File: src/vsa_pkg.sv
`timescale 1ns / 1ps
package vsa_pkg;

	localparam int NUM_BUS    = 4;
	localparam int CAP_W      = 6;
	localparam int CFG_IDX_W  = 3;
	localparam int CFG_DATA_W = 6;
	localparam int DRAIN_W    = 64;

	localparam logic [2:0] CMD_PLAY   = 3'd0;
	localparam logic [2:0] CMD_STOP   = 3'd1;
	localparam logic [2:0] CMD_PAUSE  = 3'd2;
	localparam logic [2:0] CMD_RESUME = 3'd3;
	localparam logic [2:0] CMD_QUERY  = 3'd4;
	localparam logic [2:0] CMD_TICK   = 3'd5;

	localparam logic [2:0] ST_OK          = 3'd0;
	localparam logic [2:0] ST_BAD_HANDLE  = 3'd1;
	localparam logic [2:0] ST_WRONG_STATE = 3'd2;
	localparam logic [2:0] ST_REJECTED    = 3'd3;
	localparam logic [2:0] ST_BAD_BUS     = 3'd4;
	localparam logic [2:0] ST_EXHAUSTED   = 3'd5;

	localparam logic [1:0] MODE_IDLE    = 2'd0;
	localparam logic [1:0] MODE_PLAYING = 2'd1;
	localparam logic [1:0] MODE_PAUSED  = 2'd2;

	localparam logic [2:0] CFG_BUS0  = 3'd0;
	localparam logic [2:0] CFG_BUS1  = 3'd1;
	localparam logic [2:0] CFG_BUS2  = 3'd2;
	localparam logic [2:0] CFG_BUS3  = 3'd3;
	localparam logic [2:0] CFG_STEAL = 3'd4;

	typedef struct packed {
		logic       capture;
		logic       pop;
		logic       pop_use;
		logic       take_unused;
		logic       rd_handle;
		logic       slot_apply;
		logic       scan_start;
		logic       scan_run;
		logic       steal_apply;
		logic       set_st;
		logic [2:0] st;
		logic       out_load;
	} vsa_cmd_t;

	typedef struct packed {
		logic [2:0] cmd;
		logic       bus_bad;
		logic       bus_room;
		logic       steal_en;
		logic       free_empty;
		logic       unused_avail;
		logic       handle_ok;
		logic       pop_bad;
		logic       scan_done;
		logic       found;
		logic       out_free;
	} vsa_stat_t;

endpackage

File: src/vsa_ctrl.sv
`timescale 1ns / 1ps
module vsa_ctrl (
	input  logic               clk,
	input  logic               arst_n,
	input  logic               in_valid,
	output logic               in_stall,
	input  vsa_pkg::vsa_stat_t stat,
	output vsa_pkg::vsa_cmd_t  ctl
);
	import vsa_pkg::*;

	typedef enum logic [2:0] {
		S_IDLE, S_DECODE, S_POP, S_SLOT, S_SCAN, S_STEAL, S_DONE
	} state_t;

	state_t state_q, state_d;

	assign in_stall = (state_q != S_IDLE);

	always_comb begin
		ctl     = '0;
		state_d = state_q;
		case (state_q)
			S_IDLE: begin
				if (in_valid) begin
					ctl.capture = 1'b1;
					state_d     = S_DECODE;
				end
			end
			S_DECODE: begin
				state_d = S_DONE;
				case (stat.cmd)
					CMD_PLAY: begin
						if (stat.bus_bad) begin
							ctl.set_st = 1'b1;
							ctl.st     = ST_BAD_BUS;
						end else if (stat.bus_room) begin
							if (!stat.free_empty) begin
								ctl.pop = 1'b1;
								state_d = S_POP;
							end else if (stat.unused_avail) begin
								ctl.take_unused = 1'b1;
								state_d         = S_SLOT;
							end else begin
								ctl.set_st = 1'b1;
								ctl.st     = ST_EXHAUSTED;
							end
						end else if (stat.steal_en) begin
							ctl.scan_start = 1'b1;
							state_d        = S_SCAN;
						end else begin
							ctl.set_st = 1'b1;
							ctl.st     = ST_REJECTED;
						end
					end
					CMD_STOP, CMD_PAUSE, CMD_RESUME, CMD_QUERY: begin
						if (stat.handle_ok) begin
							ctl.rd_handle = 1'b1;
							state_d       = S_SLOT;
						end else begin
							ctl.set_st = 1'b1;
							ctl.st     = ST_BAD_HANDLE;
						end
					end
					CMD_TICK: begin
						ctl.scan_start = 1'b1;
						state_d        = S_SCAN;
					end
					default: ;
				endcase
			end
			S_POP: begin
				if (stat.pop_bad) begin
					ctl.set_st = 1'b1;
					ctl.st     = ST_EXHAUSTED;
					state_d    = S_DONE;
				end else begin
					ctl.pop_use = 1'b1;
					state_d     = S_SLOT;
				end
			end
			S_SLOT: begin
				ctl.slot_apply = 1'b1;
				state_d        = S_DONE;
			end
			S_SCAN: begin
				ctl.scan_run = 1'b1;
				if (stat.scan_done) begin
					if (stat.cmd == CMD_PLAY) begin
						if (stat.found) begin
							state_d = S_STEAL;
						end else begin
							ctl.set_st = 1'b1;
							ctl.st     = ST_REJECTED;
							state_d    = S_DONE;
						end
					end else begin
						state_d = S_DONE;
					end
				end
			end
			S_STEAL: begin
				ctl.steal_apply = 1'b1;
				state_d         = S_DONE;
			end
			S_DONE: begin
				if (stat.out_free) begin
					ctl.out_load = 1'b1;
					state_d      = S_IDLE;
				end
			end
			default: state_d = S_IDLE;
		endcase
	end

	always_ff @(posedge clk or negedge arst_n) begin
		if (!arst_n) begin
			state_q <= S_IDLE;
		end else begin
			state_q <= state_d;
		end
	end

endmodule

File: config.mk
export PLATFORM = sky130hd
export DESIGN_NAME = vsa_ctrl
export DESIGN_NICKNAME = d
export VERILOG_FILES = /design/src/vsa_pkg.sv /design/src/vsa_ctrl.sv
export SDC_FILE = /design/constraint.sdc
export NUM_CORES = 1
export LEC_CHECK = 0
export BUFFER_PORTS_ARGS = -buffer_cell sky130_fd_sc_hd__buf_2
export CORE_AREA = 2 2 39 41
export DETAILED_ROUTE_END_ITERATION = 10
export DIE_AREA = 0 0 41 43
export GPL_TIMING_DRIVEN = 0
export HOLD_SLACK_MARGIN = 0.03
export PLACE_DENSITY = 0.7
export SLEW_MARGIN = 0
export SYNTH_ARGS = -nofsm -noshare
export SYNTH_HDL_FRONTEND = slang
export SYNTH_SLANG_ARGS = --single-unit
File: constraint.sdc
create_clock -name clk -period 2.6 [get_ports clk]
set_clock_uncertainty 0.15 [all_clocks]
set_input_delay 0.52 -clock clk [delete_from_list [all_inputs] [get_ports clk]]
set_output_delay 0.52 -clock clk [all_outputs]
set_load 0.005 [all_outputs]
==> results of run 1 <==
-- cell families (layout without fill, tap and decap cells) --
group           Yosys count  in the layout  share of synthesized area, %
compound gates           18             18                          25.5
buf+inv                   7             42                          6.44
flops                     3              3                          15.5
simple gates             44             44                          52.6
-- Yosys cell counts, types with 2 or more instances --
library cell | n | area [um^2]
a21oi_1 | 2 | 10.0
nor2b_1 | 3 | 18.8
nor4_1 | 3 | 18.8
nor3b_1 | 2 | 15.0
o21ai_0 | 3 | 15.0
or3_1 | 2 | 12.5
inv_1 | 2 | 7.51
and3b_1 | 2 | 17.5
nor3_1 | 3 | 15.0
clkbuf_1 | 3 | 11.3
nand3_1 | 2 | 10.0
a22oi_1 | 2 | 15.0
nand2_1 | 6 | 22.5
o22ai_1 | 2 | 12.5
a211oi_1 | 2 | 15.0
nor2_1 | 12 | 45.0
dfrtp_1 | 3 | 75.1
-- layout make-up --
class / count / area [um^2]
Inverter: 2 / 7.51
Timing Repair Buffer: 32 / 168
Tap cell: 16 / 20.0
Fill cell: 147 / 678
Sequential cell: 3 / 76.3
Buffer: 4 / 22.5
Multi-Input combinational cell: 62 / 385
Clock buffer: 4 / 26.3
-- critical path: stages, from the launching register on --
cell and delay [ns]:
dfrtp_1 0.33, buf_6 0.13, or3b_4 0.41, or4_4 0.52, nor2_4 0.12, buf_2 0.11
-- per-stage QoR --
stage	util (%)	worst slack [ns]	cell area [um^2]
floorplan	-	0.416	485
global placement	47.4	0.151	656
detailed placement	47.4	0.146	656
CTS	50.0	0.0141	692
global route	51.0	0.0127	706
finish	51.0	0.0774	706
-- power breakdown --
| part | switching (mW) | internal, mW | total, mW |
|---|---|---|---|
| registers | 0.0205 | 0.0733 | 0.0938 |
| logic | 0.211 | 0.178 | 0.389 |
| clock network | 0.0237 | 0.0575 | 0.0812 |
-- final timing paths --
check | from | endpoint
worst max-delay path | state_q[0]$_DFFE_PN0P_ | ctl[10]
worst min-delay path | state_q[2]$_DFFE_PN0P_ | state_q[2]$_DFFE_PN0P_
worst max register to register | state_q[0]$_DFFE_PN0P_ | state_q[0]$_DFFE_PN0P_
worst min register to register | state_q[2]$_DFFE_PN0P_ | state_q[2]$_DFFE_PN0P_
max in group asynchronous | arst_n | state_q[2]$_DFFE_PN0P_
min in group asynchronous | arst_n | state_q[0]$_DFFE_PN0P_
-- layer usage --
layer	global-route usage [%]	up-vias	share of wire, %
li1	-	341	-
met1	25.5	315	44
met2	27.8	24	49
met3	4.71	0	6.2
met4	4.00	0	0
met5	0	-	0
-- what timing repair did --
| action | CTS | global route |
|---|---|---|
| endpoints found under the hold margin | 3 | 0 |
| setup endpoints to repair | 0 | 4 |
| buffers inserted | 0 | 1 |
| hold buffers | 1 | 0 |
| resized for setup | 0 | 3 |
==> metrics.md, run 1 <==
| Metric | Value |
|---|---|
| Std-Cell Core Area | approximately 1400 um^2 |
| Inst Count DP | 118 |
| Vias per inst | 5.53 |
| Synthesized area per cell | 6.74 um^2 |
| Min cycle time layout | 2.52 ns |
| Cell area power density | 800 nW/um^2 |
| Worst-path clk slew | roughly 0.040 ns |
| Peak Freq | 396 MHz |
| Most frequent cells in the layout | buf_2 (30), nor2_1 (12), nand2_1 (6) |
| Final setup vio count | 0 |
| Worst Tran Pin Value | 0.394 ns |
| Fin. Hold Viols | 0 |
| Die height | around 43 um |
| CTS tree | yes |
| Top flop regs | state_q (3) |
| Antenna Nets Post-Route | 0 |
| RSZ-0062 raised after global routing | false |
| Status | complete, no violations |
| Number of remaining DRC errors | 0 |
| Fin crit share | 97.0% |
| R2r setup slk | between 0.7 and 0.8 ns |
| Ports | 31 |
| Most common cell after layout, fill and taps aside | buf_2 |
| Clock tree buffer depth | 2 |
| Slew headroom | 73.7% |
| First-pass GRT wire length | 2310 um |
| Syn Inst Count | 72 |
| Yosys Warn Count | 0 |
| Clk_lat worst skew | approximately 0.23 ns |
| DP HPWL | 1130 um |
| Final std cells w/o fill | roughly 120 |
| Worst hold path class | reg2reg |
| Number of port buffers | 30 |
| WS Path Type | reg2out |
| Area Overhead vs Synth | 45.4% |
| Peak supply drop | ~0.00026 V |
| Max-cap check violation count | 0 |
| CP Capture Type | output port |
| Tot Pwr | 564 uW |
| Hold Path Stages | 2 |
| Clock Sink Count | 3 |
| # diodes | 0 |
| Vias in the first global route | 534 |
| Largest net degree at the start of global routing | 11 |
| Register area share after synthesis | about 15% |
| Initial Utilization | 35.1% |
| Post-route setup TNS | 0 ns |
| Share of layout cells above drive strength 1 | 38.3% |
| Clock root cell | clkbuf_4 |
| Initial DRT Pass Iterations | 4 |
| WP data arrival | 1.85 ns |
| Count of different cell masters after synthesis | 35 |
| Hold WS | 0.452 ns |
| Syn_nets | 88 |
| H-tree depth | 1 |
| Max-slew violation count | 0 |
| Die X | 41 um |
| Rows | 14 |
| Nets | 124 |
| Gr ovfl total | 0 |
| Final Routed Wirelength | ~1400 um |
| GRT Util Overall | 18.4% |
| DRT iter0 DRCs | 14 |
| GP Congestion | approximately 0.82 |
| Startpoint types | register |
| Die area | about 1800 um^2 |
| Max reg flops | 3 |
| Required time of the critical path | 1.93 ns |
| Synth async-reset ratio | 100% |
| CTS buffer count | 3 |
| Mapped Area | 485 um^2 |
| EDFF count, synth | 0 |
| Vias | 680 |
| Antenna violations before repair | 0 |
| Reg2Reg Depth | 5 |
| Number of synthesized register bits | 3 |
| Worst Path Max Fanout | 10 |
| Prevailing post-synth register cell | dfrtp_1 |
| LEAKAGE | ~0.35 nW |
| Routed length per instance | 11.8 um |
| Reg with most FFs | state_q |
(Power assumes the default switching activity.)
==> run 2: changes to the inputs <==
- CELL_PAD_IN_SITES_DETAIL_PLACEMENT: default -> 1
- CELL_PAD_IN_SITES_GLOBAL_PLACEMENT: default -> 1
- CORE_AREA: 2 2 39 41 -> 2 2 53 43
- DIE_AREA: 0 0 41 43 -> 0 0 55 45
- PLACE_DENSITY: 0.7 -> 0.73
==> metrics.md, run 2 (synthesis results as in run 1) <==
| Metric | Value |
|---|---|
| Status | complete, no violations |
| Worst Path Max Fanout | 9 |
| Clock root cell | clkbuf_4 |
| First-pass GRT wire length | roughly 2900 um |
| Largest net degree at the start of global routing | 11 |
| Peak Freq | 391 MHz |
| Die height | between 40 and 50 um |
| DRT iter0 DRCs | 9 |
| Nets | 123 |
| Vias | 691 |
| Initial DRT Pass Iterations | 4 |
| WL met3 | 96 um |
| Final setup vio count | 0 |
| Top flop regs | state_q (3) |
| Number of port buffers | 30 |
| Clock Sink Count | 3 |
| CTS tree | yes |
| CTS buffer count | 3 |
| Startpoint types | register |
| Ports | 31 |
| Share of layout cells above drive strength 1 | 37.7% |
| # diodes | 0 |
| Initial Utilization | 25.2% |
| Max-cap check violation count | 0 |
| Clock tree buffer depth | 2 |
| Gr ovfl total | 0 |
| Area after DPL | 666 um^2 |
| GRT Util Overall | 15.8% |
| LEAKAGE | 0.344 nW |
| Antenna Nets Post-Route | 0 |
| Most common cell after layout, fill and taps aside | buf_2 |
| Required time of the critical path | 1.93 ns |
| Vias per inst | 5.32 |
| WP data arrival | 1.89 ns |
| Number of remaining DRC errors | 0 |
| Peak supply drop | roughly 0.00024 V |
| Post-route setup TNS | 0 ns |
| Final Util | between 30% and 40% |
| Clk_lat worst skew | around 0.24 ns |
| Min cycle time layout | 2.56 ns |
| DP HPWL | 1550 um |
| GP Congestion | 0.835 |
| Met1 wire length | 948 um |
| Post-CTS setup buffer count | 0 |
| H-tree depth | 1 |
| Final Routed Wirelength | 1970 um |
| Worst hold path class | in2async |
| Area Overhead vs Synth | 47.7% |
| Reg with most FFs | state_q |
| Worst Tran Pin Value | 0.488 ns |
| Vias in the first global route | 643 |
| Cell area power density | roughly 830 nW/um^2 |
| R2r setup slk | 0.69 ns |
| Fin crit share | 98.4% |
| Reg2Reg Depth | 4 |
| Rows | 14 |
| Std-Cell Core Area | approximately 1900 um^2 |
| Max reg flops | 3 |
| Antenna violations before repair | 0 |
| Routed length per instance | 15.2 um |
| Die X | about 55 um |
| Final Instance Area | roughly 720 um^2 |
| Top Layer Used | met3 |
| Fin. Hold Viols | 0 |
| Most frequent cells in the layout | buf_2 (30), nor2_1 (12), nand2_1 (6) |
| RSZ-0062 raised after global routing | true |
| WS Path Type | reg2out |
| DR WL met2 | 925 um |
| Worst-path clk slew | roughly 0.040 ns |
| CP Capture Type | output port |
| Slew headroom | 67.4% |
| Die area | 2480 um^2 |
| Max-slew violation count | 0 |
| # fillers | 270 |
run 2: area by class of cell:
type	count	area (um^2)	share of cell area (%)
Sequential cell	3	76.3	10.6
Multi-Input combinational cell	62	394	55.0
Inverter	2	7.51	1.05
Tap cell	24	30.0	4.19
Timing Repair Buffer	31	160	22.3
Buffer	4	22.5	3.14
Clock buffer	4	26.3	3.66
run 2: final timing paths:
check,from,to
min in group clk,stat[4],state_q[2]$_DFFE_PN0P_
worst min register to register,state_q[1]$_DFFE_PN0P_,state_q[0]$_DFFE_PN0P_
worst max-delay path,state_q[2]$_DFFE_PN0P_,ctl[10]
max in group asynchronous,arst_n,state_q[2]$_DFFE_PN0P_
worst min-delay path,arst_n,state_q[0]$_DFFE_PN0P_
worst max register to register,state_q[2]$_DFFE_PN0P_,state_q[0]$_DFFE_PN0P_
run 2: stage by stage:
step	hold WS (ns)	total power, mW	instances	setup WS, ns
finish	0.450	0.593	130	0.0413
global placement	0.167	0.469	126	0.124
floorplan	0.0744	0.342	72	0.416
CTS	0.457	0.571	130	0.00644
detailed placement	0.170	0.487	126	0.103
global route	0.479	0.633	130	-0.00179
run 2: power by group:
| part | switching, mW | leakage (nW) | internal [mW] | total (mW) |
|---|---|---|---|---|
| logic | 0.229 | 0.294 | 0.170 | 0.399 |
| clock network | 0.0277 | 0.0150 | 0.0577 | 0.0854 |
| registers | 0.0354 | 0.0353 | 0.0733 | 0.109 |
| total | 0.292 | 0.344 | 0.301 | 0.593 |
run 2: critical path: stages, from the launching register on:
cell and delay (ns):
dfrtp_2 0.46, or3b_4 0.42, or4_4 0.52, nor2_4 0.12, buf_2 0.12
run 2: what timing repair did:
action,CTS,global route
pin swaps,2,1
hold buffers,1,0
endpoints found under the hold margin,3,0
resized for setup,2,2
endpoints found under the setup margin,2,3
run 2: per-layer routing:
| metal | track usage (%) | vias up |
|---|---|---|
| met2 | 28.3 | 32 |
| met5 | 0 | - |
| li1 | - | 337 |
| met4 | 2.93 | 0 |
| met3 | 0 | 0 |
| met1 | 21.5 | 322 |
==> run 3: changes to the inputs <==
- RECOVER_POWER: default -> 25
- clock period: 2.6 -> 2.75 ns (I/O delays scaled with it)
==> metrics.md, run 3 (synthesis results as in run 1) <==
| Metric | Value |
|---|---|
| CTS buffer count | 3 |
| Final std cells w/o fill | 131 |
| Most frequent cells in the layout | buf_2 (29), nor2_1 (12), clkbuf_1 (6), nand2_1 (6) |
| Worst Path Max Fanout | 9 |
| Number of port buffers | 30 |
| Rows | 14 |
| CP Capture Type | output port |
| Clock tree buffer depth | 2 |
| Routed length per instance | 14.7 um |
| Post-route setup TNS | 0 ns |
| Worst hold path class | in2async |
| Gr ovfl total | 0 |
| CP cell instances | buf_2, or3b_4, or4_4, nor2_4, buf_2 |
| Cell area power density | between 700 and 800 nW/um^2 |
| Number of remaining DRC errors | 0 |
| Max-cap check violation count | 0 |
| Final Util | 36.6% |
| # diodes | 0 |
| GRT Util Overall | between 15 and 20% |
| GP Congestion | about 0.84 |
| Required time of the critical path | approximately 2 ns |
| Post-CTS setup buffer count | 0 |
| Antenna violations before repair | 0 |
| Startpoint types | register |
| Nets | between 100 and 150 |
| Worst Tran Pin Value | approximately 0.44 ns |
| H-tree depth | 1 |
| Die height | 45 um |
| WP data arrival | around 1.9 ns |
| CP peak stage delay | 0.52 ns |
| Area Overhead vs Synth | 45.4% |
| # fillers | between 200 and 300 |
| DP HPWL | 1550 um |
| Fin. Hold Viols | 0 |
| Slew headroom | around 71% |
| Most common cell after layout, fill and taps aside | buf_2 |
| Status | complete, no violations |
| Vias per inst | 5.25 |
| CP max stage cell | or4_4 |
| WS Path Type | reg2out |
| Die X | roughly 55 um |
| CP Buf/Inv Count | 2 |
| RSZ-0062 raised after global routing | false |
| Clk_lat worst skew | 0.23 ns |
| LEAKAGE | 0.341 nW |
| DRT iter0 DRCs | 10 |
| Tot Pwr | 544 uW |
| Fin crit share | 95.9% |
| Most used cell along the critical path | buf_2 |
| Final Routed Wirelength | 1920 um |
| Std-Cell Core Area | 1930 um^2 |
| Inst Count DP | 126 |
| First-pass GRT wire length | 2890 um |
| Worst-path clk slew | 0.04 ns |
| Antenna Nets Post-Route | 0 |
| Top flop regs | state_q (3) |
| Max reg flops | 3 |
| Area after DPL | 666 um^2 |
| Min cycle time layout | 2.64 ns |
| Vias | 688 |
| Share of layout cells above drive strength 1 | 35.5% |
| Max-slew violation count | 0 |
| Vias in the first global route | around 640 |
| CP top delay family | simple AND/OR/NAND/NOR gates |
| Initial Utilization | 25.2% |
| Reg with most FFs | state_q |
| Die area | 2480 um^2 |
| Ports | 31 |
| Clock root cell | clkbuf_4 |
| Peak supply drop | 0.000250 V |
| Final Instance Area | between 700 and 800 um^2 |
| CTS tree | yes |
| Peak Freq | 379 MHz |
| Largest net degree at the start of global routing | 11 |
| Final setup vio count | 0 |
| Clock Sink Count | 3 |
| Initial DRT Pass Iterations | 4 |
[run 3: changes by cell type in the layout (fill, tap and decap cells not counted), sizes merged]
| cell | previous run | this run |
|---|---|---|
| buf | 31 | 30 |
| clkbuf | 7 | 9 |
[run 3: worst reg2reg max path, stage by stage, from the launching register on]
cell and delay [ns]:
dfrtp_1 0.34, buf_2 0.17, or3b_4 0.41, or4_4 0.52
nor2_4 0.15, o311a_1 0.18
[run 3: final timing paths]
path / start / end / slack [ns] / cells past startpoint
setup / recovery: state_q[2]$_DFFE_PN0P_ / ctl[10] / 0.11 / 5
hold / removal: arst_n / state_q[0]$_DFFE_PN0P_ / 0.50 / 2
setup reg to reg: state_q[2]$_DFFE_PN0P_ / state_q[0]$_DFFE_PN0P_ / 0.78 / 5
hold reg to reg: state_q[1]$_DFFE_PN0P_ / state_q[0]$_DFFE_PN0P_ / 0.54 / 2
max in group asynchronous: arst_n / state_q[2]$_DFFE_PN0P_ / 1.79 / 2
min in group clk: state_q[1]$_DFFE_PN0P_ / state_q[0]$_DFFE_PN0P_ / 0.54 / 2
[run 3: cell type report]
class / count / area [um^2] / share of cell area [%]
Buffer: 5 / 23.8 / 3.37
Inverter: 2 / 7.51 / 1.06
Multi-Input combinational cell: 62 / 385 / 54.6
Timing Repair Buffer: 31 / 158 / 22.3
Tap cell: 24 / 30.0 / 4.26
Sequential cell: 3 / 75.1 / 10.6
Clock buffer: 4 / 26.3 / 3.72
[run 3: where the power goes]
| group | leakage (nW) | switching [mW] | internal [mW] |
|---|---|---|---|
| Sequential | 0.0363 | 0.0119 | 0.0674 |
| Combinational | 0.290 | 0.228 | 0.160 |
| Clock | 0.0150 | 0.0228 | 0.0544 |
| Total | 0.341 | 0.263 | 0.281 |
[run 3: metal layers]
layer | global-route usage (%) | part of all wire [%] | up-vias
li1 | - | - | 339
met1 | 21.7 | 47 | 321
met2 | 28.1 | 48 | 28
met3 | 0 | 4.9 | 0
met4 | 2.93 | 0 | 0
met5 | 0 | 0 | -
[run 3: per-stage QoR]
step	setup slack (ns)	hold WS (ns)
3_3_place_gp	0.214	0.197
4_1_cts	0.0994	0.487
3_5_place_dp	0.193	0.200
5_1_grt	0.0396	0.529
2_1_floorplan	0.506	0.104
6_report	0.112	0.503
[run 3: repair_timing]
action	in CTS	in global routing
endpoints found under the setup margin	0	2
hold buffers	1	0
hold endpoints to repair	3	0
gates resized for setup	0	1
